File: src/rtl/core/wlsf_pkg.sv
package wlsf_pkg;

    // Default sizes of the history and of the line length limit
    localparam int PATTERN_MAX_DEF = 16;
    localparam int MAX_LINE_DEF    = 65536;

    // Pattern storage is fixed by the register map: two 64-bit words
    localparam int PATTERN_BYTES = 16;
    localparam int PATTERN_W     = 8 * PATTERN_BYTES;
    localparam int PLEN_W        = 5;

    // Input opcodes
    localparam logic [1:0] OP_DATA = 2'd0;
    localparam logic [1:0] OP_EOL  = 2'd1;
    localparam logic [1:0] OP_FILE = 2'd2;

    // Register indexes (byte address is 8 * index)
    localparam logic [2:0] REG_PATTERN_LOW  = 3'd0;
    localparam logic [2:0] REG_PATTERN_HIGH = 3'd1;
    localparam logic [2:0] REG_PATTERN_LEN  = 3'd2;
    localparam logic [2:0] REG_WINDOW_LEN   = 3'd3;
    localparam logic [2:0] REG_CASE_INSENS  = 3'd4;
    localparam logic [2:0] REG_INVERT       = 3'd5;

    // Character constants for case folding
    localparam logic [7:0] CHAR_UPPER_A = 8'h41;
    localparam logic [7:0] CHAR_UPPER_Z = 8'h5A;
    localparam logic [7:0] FOLD_OFFSET  = 8'h20;

    // Pattern setup seen by the compare unit
    typedef struct packed {
        logic [PATTERN_W-1:0] pattern;
        logic [PLEN_W-1:0]    length;
    } t_match_cfg;

endpackage

File: src/rtl/core/windowed_line_substring_filter_core.sv
// Line filter: takes one text word per cycle (data byte, end of line or new
// file) while o_in_stall is low, and gives one result word per end of line
// with the print decision, trigger mark, line number and distance from the
// first printed line of the file. An end-of-line word passes the input
// register and then loads the result register. While a result waits on
// i_out_stall, data and new-file words keep flowing and only the next
// end-of-line word holds in the input register. The substring compare is a
// parallel compare of the last PATTERN_MAX bytes against the pattern, so
// pattern length sets no cycle count. Configuration goes through the APB
// port at byte address 8*index; the user must write it only while the
// block is idle, as the block itself does not enforce this.
module windowed_line_substring_filter_core #(
    parameter int PATTERN_MAX = wlsf_pkg::PATTERN_MAX_DEF,
    parameter int MAX_LINE    = wlsf_pkg::MAX_LINE_DEF
) (
    input  logic        i_clk,
    input  logic        i_rst_n,
    // input channel
    input  logic        i_in_valid,
    output logic        o_in_stall,
    input  logic [1:0]  i_opcode,
    input  logic [7:0]  i_data_byte,
    // result channel
    output logic        o_out_valid,
    input  logic        i_out_stall,
    output logic        o_print_line,
    output logic        o_trigger_line,
    output logic [31:0] o_line_number,
    output logic [31:0] o_relative_number,
    // configuration port
    input  logic        psel,
    input  logic        penable,
    input  logic        pwrite,
    input  logic [5:0]  paddr,
    input  logic [63:0] pwdata,
    output logic [63:0] prdata,
    output logic        pready
);

    // Character counter holds up to MAX_LINE-1
    localparam int CNT_W = (MAX_LINE > 2) ? $clog2(MAX_LINE) : 1;

    // ---------------- configuration registers ----------------
    logic [63:0] r_pattern_low;
    logic [63:0] r_pattern_high;
    logic [4:0]  r_pattern_len;
    logic [31:0] r_window_len;
    logic        r_case_insens;
    logic        r_invert;
    logic        cfg_wr;

    assign pready = 1'b1;
    assign cfg_wr = psel && penable && pwrite;

    // Write on the access cycle; writes past the map drop silently
    always_ff @(posedge i_clk) begin
        if (!i_rst_n) begin
            r_pattern_low  <= '0;
            r_pattern_high <= '0;
            r_pattern_len  <= '0;
            r_window_len   <= '0;
            r_case_insens  <= 1'b1;
            r_invert       <= 1'b0;
        end else if (cfg_wr) begin
            unique case (paddr[5:3])
                wlsf_pkg::REG_PATTERN_LOW:  r_pattern_low  <= pwdata;
                wlsf_pkg::REG_PATTERN_HIGH: r_pattern_high <= pwdata;
                wlsf_pkg::REG_PATTERN_LEN:  r_pattern_len  <= pwdata[4:0];
                wlsf_pkg::REG_WINDOW_LEN:   r_window_len   <= pwdata[31:0];
                wlsf_pkg::REG_CASE_INSENS:  r_case_insens  <= pwdata[0];
                wlsf_pkg::REG_INVERT:       r_invert       <= pwdata[0];
                default: ;
            endcase
        end
    end

    always_comb begin
        unique case (paddr[5:3])
            wlsf_pkg::REG_PATTERN_LOW:  prdata = r_pattern_low;
            wlsf_pkg::REG_PATTERN_HIGH: prdata = r_pattern_high;
            wlsf_pkg::REG_PATTERN_LEN:  prdata = {59'd0, r_pattern_len};
            wlsf_pkg::REG_WINDOW_LEN:   prdata = {32'd0, r_window_len};
            wlsf_pkg::REG_CASE_INSENS:  prdata = {63'd0, r_case_insens};
            wlsf_pkg::REG_INVERT:       prdata = {63'd0, r_invert};
            default:                    prdata = '0;
        endcase
    end

    // ---------------- input register ----------------
    logic       r_in_valid;
    logic [1:0] r_in_opcode;
    logic [7:0] r_in_byte;
    logic       out_free;
    logic       proc_fire;
    logic       in_take;

    // An end-of-line word needs a free result slot; everything else moves on
    assign out_free   = !o_out_valid || !i_out_stall;
    assign proc_fire  = r_in_valid && ((r_in_opcode != wlsf_pkg::OP_EOL) || out_free);
    assign o_in_stall = r_in_valid && !proc_fire;
    assign in_take    = i_in_valid && !o_in_stall;

    always_ff @(posedge i_clk) begin
        if (!i_rst_n) begin
            r_in_valid <= 1'b0;
        end else if (in_take) begin
            r_in_valid <= 1'b1;
        end else if (proc_fire) begin
            r_in_valid <= 1'b0;
        end
    end

    always_ff @(posedge i_clk) begin
        if (in_take) begin
            r_in_opcode <= i_opcode;
            r_in_byte   <= i_data_byte;
        end
    end

    // ---------------- line state ----------------
    logic [PATTERN_MAX-1:0][7:0] r_hist, n_hist, shift_hist;
    logic [CNT_W-1:0]            r_chars, n_chars, chars_next;
    logic                        r_seen, n_seen;
    logic [31:0]                 r_line, n_line;
    logic [31:0]                 r_last_trig, n_last_trig;
    logic [31:0]                 r_first, n_first;
    logic                        r_first_valid, n_first_valid;

    logic [7:0]           fold_byte;
    logic                 drop_byte;
    logic                 hit;
    logic                 in_window;
    logic                 seen;
    logic                 trig;
    logic                 print;
    logic [31:0]          rel;
    wlsf_pkg::t_match_cfg match_cfg;

    // Fold A-Z to lowercase when enabled
    always_comb begin
        fold_byte = r_in_byte;
        if (r_case_insens && (r_in_byte >= wlsf_pkg::CHAR_UPPER_A)
                && (r_in_byte <= wlsf_pkg::CHAR_UPPER_Z)) begin
            fold_byte = r_in_byte + wlsf_pkg::FOLD_OFFSET;
        end
    end

    // History as it stands after taking this byte
    always_comb begin
        shift_hist[0] = fold_byte;
        for (int i = 1; i < PATTERN_MAX; i++) begin
            shift_hist[i] = r_hist[i-1];
        end
    end

    assign chars_next = r_chars + CNT_W'(1);
    // Past the line length limit a byte neither shifts in nor counts
    assign drop_byte  = (32'(r_chars) >= 32'(MAX_LINE - 1));

    assign match_cfg.pattern = {r_pattern_high, r_pattern_low};
    assign match_cfg.length  = r_pattern_len;

    wlsf_match #(
        .PATTERN_MAX (PATTERN_MAX),
        .CNT_W       (CNT_W)
    ) u_match (
        .i_cfg   (match_cfg),
        .i_hist  (shift_hist),
        .i_chars (chars_next),
        .o_hit   (hit)
    );

    // End-of-line decision. A stored trigger of zero means none, which also
    // covers a trigger on a wrapped line zero.
    always_comb begin
        in_window = (r_last_trig != 32'd0) && ((r_line - r_last_trig) < r_window_len);
        seen      = r_seen || (r_pattern_len == '0);
        trig      = !in_window && (seen != r_invert);
        print     = in_window || trig;
        rel       = '0;
        if (print && r_first_valid) begin
            rel = r_line - r_first;
        end
    end

    always_comb begin
        n_hist        = r_hist;
        n_chars       = r_chars;
        n_seen        = r_seen;
        n_line        = r_line;
        n_last_trig   = r_last_trig;
        n_first       = r_first;
        n_first_valid = r_first_valid;
        if (proc_fire) begin
            case (r_in_opcode)
                wlsf_pkg::OP_DATA: begin
                    if (!drop_byte) begin
                        n_hist  = shift_hist;
                        n_chars = chars_next;
                        if (hit) begin
                            n_seen = 1'b1;
                        end
                    end
                end
                wlsf_pkg::OP_EOL: begin
                    n_line = r_line + 32'd1;
                    if (trig) begin
                        n_last_trig = r_line;
                    end
                    if (print && !r_first_valid) begin
                        n_first_valid = 1'b1;
                        n_first       = r_line;
                    end
                    n_hist  = '0;
                    n_chars = '0;
                    n_seen  = 1'b0;
                end
                wlsf_pkg::OP_FILE: begin
                    // drop any partial line and restart numbering
                    n_hist        = '0;
                    n_chars       = '0;
                    n_seen        = 1'b0;
                    n_line        = 32'd1;
                    n_last_trig   = '0;
                    n_first       = '0;
                    n_first_valid = 1'b0;
                end
                default: ;
            endcase
        end
    end

    always_ff @(posedge i_clk) begin
        if (!i_rst_n) begin
            r_hist        <= '0;
            r_chars       <= '0;
            r_seen        <= 1'b0;
            r_line        <= 32'd1;
            r_last_trig   <= '0;
            r_first       <= '0;
            r_first_valid <= 1'b0;
        end else begin
            r_hist        <= n_hist;
            r_chars       <= n_chars;
            r_seen        <= n_seen;
            r_line        <= n_line;
            r_last_trig   <= n_last_trig;
            r_first       <= n_first;
            r_first_valid <= n_first_valid;
        end
    end

    // ---------------- result register ----------------
    logic        r_out_valid;
    logic        r_out_print;
    logic        r_out_trig;
    logic [31:0] r_out_line;
    logic [31:0] r_out_rel;
    logic        out_load;

    assign out_load = proc_fire && (r_in_opcode == wlsf_pkg::OP_EOL);

    always_ff @(posedge i_clk) begin
        if (!i_rst_n) begin
            r_out_valid <= 1'b0;
        end else if (out_load) begin
            r_out_valid <= 1'b1;
        end else if (!i_out_stall) begin
            r_out_valid <= 1'b0;
        end
    end

    // Relative number is zero on the first printed line itself
    always_ff @(posedge i_clk) begin
        if (out_load) begin
            r_out_print <= print;
            r_out_trig  <= trig;
            r_out_line  <= r_line;
            r_out_rel   <= rel;
        end
    end

    assign o_out_valid       = r_out_valid;
    assign o_print_line      = r_out_print;
    assign o_trigger_line    = r_out_trig;
    assign o_line_number     = r_out_line;
    assign o_relative_number = r_out_rel;

endmodule

File: src/rtl/core/wlsf_match.sv
module wlsf_match #(
    parameter int PATTERN_MAX = wlsf_pkg::PATTERN_MAX_DEF,
    parameter int CNT_W       = 16
) (
    input  wlsf_pkg::t_match_cfg          i_cfg,
    input  logic [PATTERN_MAX-1:0][7:0]   i_hist,
    input  logic [CNT_W-1:0]              i_chars,
    output logic                          o_hit
);

    localparam int LEN_W = $clog2(PATTERN_MAX + 1);
    localparam int IDX_W = (PATTERN_MAX > 1) ? $clog2(PATTERN_MAX) : 1;

    logic [LEN_W-1:0]       used_len;
    logic [IDX_W-1:0]       sel;
    logic [PATTERN_MAX-1:0] lane_ok;

    // Clamp the length to the history depth
    always_comb begin
        if (i_cfg.length > wlsf_pkg::PLEN_W'(PATTERN_MAX)) begin
            used_len = LEN_W'(PATTERN_MAX);
        end else begin
            used_len = LEN_W'(i_cfg.length);
        end
    end

    // Pattern byte i lines up with history entry used_len-1-i
    always_comb begin
        sel = '0;
        for (int i = 0; i < PATTERN_MAX; i++) begin
            lane_ok[i] = 1'b1;
            if (i < int'(used_len)) begin
                sel        = IDX_W'(int'(used_len) - 1 - i);
                lane_ok[i] = (i_hist[sel] == i_cfg.pattern[i*8 +: 8]);
            end
        end
    end

    assign o_hit = (&lane_ok) && (32'(i_chars) >= 32'(used_len));

endmodule

File: config.mk
export PLATFORM = sky130hd
export DESIGN_NAME = windowed_line_substring_filter_core
export DESIGN_NICKNAME = d
export VERILOG_FILES = /design/src/rtl/core/wlsf_pkg.sv /design/src/rtl/core/windowed_line_substring_filter_core.sv /design/src/rtl/core/wlsf_match.sv
export SDC_FILE = /design/constraint.sdc
export NUM_CORES = 2
export LEC_CHECK = 0
export BUFFER_PORTS_ARGS = -buffer_cell sky130_fd_sc_hd__buf_2
export CORE_MARGIN = 1
export CORE_UTILIZATION = 65
export CTS_CLUSTER_DIAMETER = 60
export CTS_CLUSTER_SIZE = 28
export DETAILED_ROUTE_END_ITERATION = 10
export HOLD_SLACK_MARGIN = 0.02
export MAX_ROUTING_LAYER = met4
export PLACE_DENSITY = 0.85
export SLEW_MARGIN = 15
export SYNTH_ARGS = -nofsm -noshare
export SYNTH_HDL_FRONTEND = slang
export SYNTH_SLANG_ARGS = --single-unit
File: constraint.sdc
create_clock -name i_clk -period 17.6 [get_ports i_clk]
set_input_delay 3.52 -clock i_clk [delete_from_list [all_inputs] [get_ports i_clk]]
set_output_delay 3.52 -clock i_clk [all_outputs]
set_load 0.05 [all_outputs]
==> results.md <==
* Layout cells sized above 1 at between 10 and 15%
* Power Density at 63.92 mW/mm2
* Measured slew at the worst slew-check pin at ~1.2 ns
* Layout overhead on the synthesized area at 7.892%
* WHS Endpoint: r_seen
* Max Cap Viol at 0
* Initial antenna violation count at 2
* Post-CTS setup buffer count at 0
* Hold_sp: r_seen
* Rows at between 80 and 90
* Clock Skews at approximately 0.036 ns
* Clock Sinks at approximately 480
* Register area share after synthesis at 31.18%
* Post-DP HPWL at 72920 um
* RR Endpoint: r_first[3]
* Global-route wire length before repair at 154900 um
* Vias post-DR at 29.30k
* Setup repair after global routing missed its margin: no
* Crit path kind: input port to output pin
* CTS tree: built
* Die Width at around 230 um
* Vias in the first global route at 26.80k
* Final-report hold violation count at 0
* Hold Buf Count CTS at 0
* Crit-path max FO at 40
* Number of cells on the worst hold path at 2
* Final slew viol count at 0
* Setup violators final at 0
* Part of the power in the clock network at 40.2%
* Post-synth net total at approximately 4k
* Clk Latency, worst-skew pair at 0.61 ns
* Cells after synthesis at between 3k and 4k
* Cells on worst reg2reg path at 25
* WP data required at around 14 ns
* Hold WC Path Type: register to register
* Full die area at just over 0.05 mm2
* Post-synth ARST share at 0%
* Sw Pwr at 0.6380 mW
* Fin Hold WS at ~0.47 ns
* Switching Share at 27.86%
* CP arrival at about 6 ns
* Largest net degree at the start of global routing at around 130
* Netlist area before placement at around 0.033 mm2
* R2R Path Start: r_line[1]
* Port Buffers at around 220
* Slew headroom at 17.58%
* R2R Setup Slk at 10.39 ns
* Grt total ovfl at 0
* Post-synthesis cell type count at 81
* Ratio of final minimum period to clock period at ~54%
* Root buffer cell: clkbuf_16
* Reg clk slew, reported paths at about 0.080 ns
* DR WL/cell at 22.26 um
* CTS buffer count at 38
* YS warnings at 0
* DRT Pass-1 Iters at 6
* Die Ht at 228 um
* Logic gate share of total power at between 10% and 20%
* Core footprint at approximately 0.050 mm2
* 1st-iter DRT viols at around 4.1k
* GRT Total Usage at 38.69%
* Sequential Power Share at 49.3%
* Final min period at 9.544 ns
* Fmax achieved at 104.8 MHz
* Seq cells post-synth at 479
* Startpoint Class: input port
* Vias per inst at approximately 6.5
* Final nets at roughly 4.0k
* Fin Setup TNS at 0 ns
* Boundary Pins at 220
* Internal at 1.652 mW
* CTS max path bufs at 3
* Synth Flop Type: dfxtp_1
* CP Capture Type: output pin
* ANT nets after route at 0
* CTS H-tree lvls at 2
* Worst VDD drop at roughly 0.000082 V
* LEAKAGE at about 13 nW
* Final wirelength at 100200 um
* Initial Utilization at around two thirds
* Post-CTS Resized at 0
* Global placer's final weighted congestion at between 1 and 1.5
* Power consumption at between 2 and 2.5 mW
* Avg Inst Size Synth at 8.834 um2
* Post-synth EDFFs at 76
* DRC at 0
* Status: complete, no violations
==> per-stage QoR <==
step,cells,util (%),setup WS [ns],area (um2)
after global placement,4430,68.60,8.111,34490
after detailed placement,4430,68.60,8.144,34490
after global routing,4501,71.25,8.013,35820
final,4501,71.25,8.056,35820
after floorplan,3758,-,8.709,33200
after CTS,4499,71.22,8.146,35810
==> worst max-delay path: stages <==
cell and delay (ns):
buf_2 0.07, buf_4 0.53, and2_1 1.02, a21oi_1 0.16
nor2_1 0.31, buf_2 0.33
==> layer usage <==
metal	up-vias	global-route usage (%)	wire (um)
met3	298	9.150	11570
met1	14040	51.06	39860
li1	13420	-	-
met2	1545	56.29	43810
met4	0	17.39	4968
met5	-	-	0
==> logic make-up (layout without fill, tap and decap cells) <==
| family | count (synthesis) | count (layout) | synth area share (%) |
|---|---|---|---|
| simple gates | 1320 | 1320 | 19.24 |
| compound gates | 757 | 757 | 15.65 |
| flops | 479 | 479 | 31.18 |
| mux | 471 | 471 | 18.66 |
| buf+inv | 390 | 459 | 4.839 |
| xor+xnor | 225 | 225 | 6.049 |
| fa+ha+maj | 115 | 115 | 4.379 |
| other cells | 1 | 3 | 0.01130 |
==> synthesized netlist by cell type, types with 6 or more instances <==
library cell	number	area, um2
a2111oi_0	7	61.31
a211oi_1	21	157.7
a21boi_0	287	2155
a21o_1	32	240.2
a21oi_1	151	755.7
a221o_1	6	60.06
a22o_1	34	297.8
a22oi_1	9	67.56
a311oi_1	7	61.31
a31oi_1	20	125.1
and2_1	22	137.6
and3_1	22	137.6
buf_1	27	101.4
buf_2	33	165.2
buf_4	7	52.55
buf_6	10	112.6
clkbuf_1	184	690.7
dfxtp_1	403	8068
edfxtp_1	76	2282
ha_1	113	1414
inv_1	124	465.5
mux2_2	16	180.2
mux2i_1	339	3393
mux4_2	110	2477
nand2_1	579	2173
nand2b_1	17	106.4
nand3_1	58	290.3
nand3b_1	123	923.4
nand4_1	34	212.7
nor2_1	210	788.3
nor2b_1	137	857.1
nor3_1	47	235.2
nor3b_1	10	75.07
nor4_1	23	143.9
o211ai_1	8	60.06
o21a_1	15	112.6
o21ai_0	85	425.4
o21bai_1	8	60.06
o22ai_1	6	37.54
o31ai_1	11	82.58
or3_1	19	118.9
xnor2_1	129	1130
xor2_1	91	797.0
==> final cells by class <==
| class | instances | area, um2 |
|---|---|---|
| multi-input combinational | 2889 | 21390 |
| fill | 3869 | 14450 |
| sequential | 479 | 10350 |
| timing repair buffer | 261 | 1430 |
| clock buffer | 44 | 1015 |
| tap | 672 | 840.8 |
| inverter | 129 | 486.7 |
| clock inverter | 25 | 302.8 |
| antenna | 2 | 5.005 |
==> sequential cells by signal (all words and copies together) (netlist names), 32 cells and up <==
name / flops
r_hist: 120
r_pattern_low: 64
r_last_trig: 32
r_first: 32
o_relative_number: 32
o_line_number: 32
r_pattern_high: 64
r_window_len: 32
r_line: 32
==> worst max path at each step <==
stage | depth (start not counted) | from | slack, ns | end
3_5_place_dp | 6 | paddr[3] | 8.14 | prdata[26]
6_report | 6 | paddr[3] | 8.06 | prdata[27]
2_1_floorplan | 6 | paddr[3] | 8.71 | prdata[10]
5_1_grt | 6 | paddr[3] | 8.01 | prdata[31]
3_3_place_gp | 6 | paddr[3] | 8.11 | prdata[27]
4_1_cts | 6 | paddr[3] | 8.15 | prdata[26]
==> power groups by stage <==
stage | logic (mW) | registers [mW] | clock network, mW
after floorplan | 0.158 | 1.16 | 0
after global placement | 0.230 | 1.15 | 0
after detailed placement | 0.233 | 1.15 | 0
after CTS | 0.234 | 1.13 | 0.928
after global routing | 0.255 | 1.13 | 0.971
final | 0.240 | 1.13 | 0.921
==> cells in the final DEF (no fill, tap or decap), drive strengths merged, types with 9 or more instances in the layout <==
| cell | synthesis | final |
|---|---|---|
| xor2 | 91 | 91 |
| nand2b | 17 | 17 |
| a22oi | 9 | 9 |
| and2 | 22 | 22 |
| edfxtp | 76 | 76 |
| o31ai | 12 | 12 |
| xnor2 | 134 | 134 |
| a31oi | 20 | 20 |
| nor4 | 25 | 25 |
| a211oi | 21 | 21 |
| mux2 | 17 | 17 |
| a21boi | 288 | 288 |
| inv | 127 | 138 |
| and3 | 22 | 22 |
| nand2 | 579 | 579 |
| a21oi | 151 | 151 |
| dfxtp | 403 | 403 |
| clkinv | 2 | 13 |
| a22o | 34 | 34 |
| ha | 113 | 113 |
| nand3b | 123 | 123 |
| mux4 | 115 | 115 |
| nand3 | 58 | 58 |
| o21ai | 90 | 90 |
| a21o | 32 | 32 |
| nor3b | 10 | 10 |
| nor3 | 48 | 48 |
| clkbuf | 184 | 45 |
| nor2 | 210 | 210 |
| o21a | 15 | 15 |
| mux2i | 339 | 339 |
| nand4 | 34 | 34 |
| nor2b | 137 | 137 |
| or3 | 19 | 19 |
| buf | 77 | 260 |
Power figures use the tool's default switching activity.
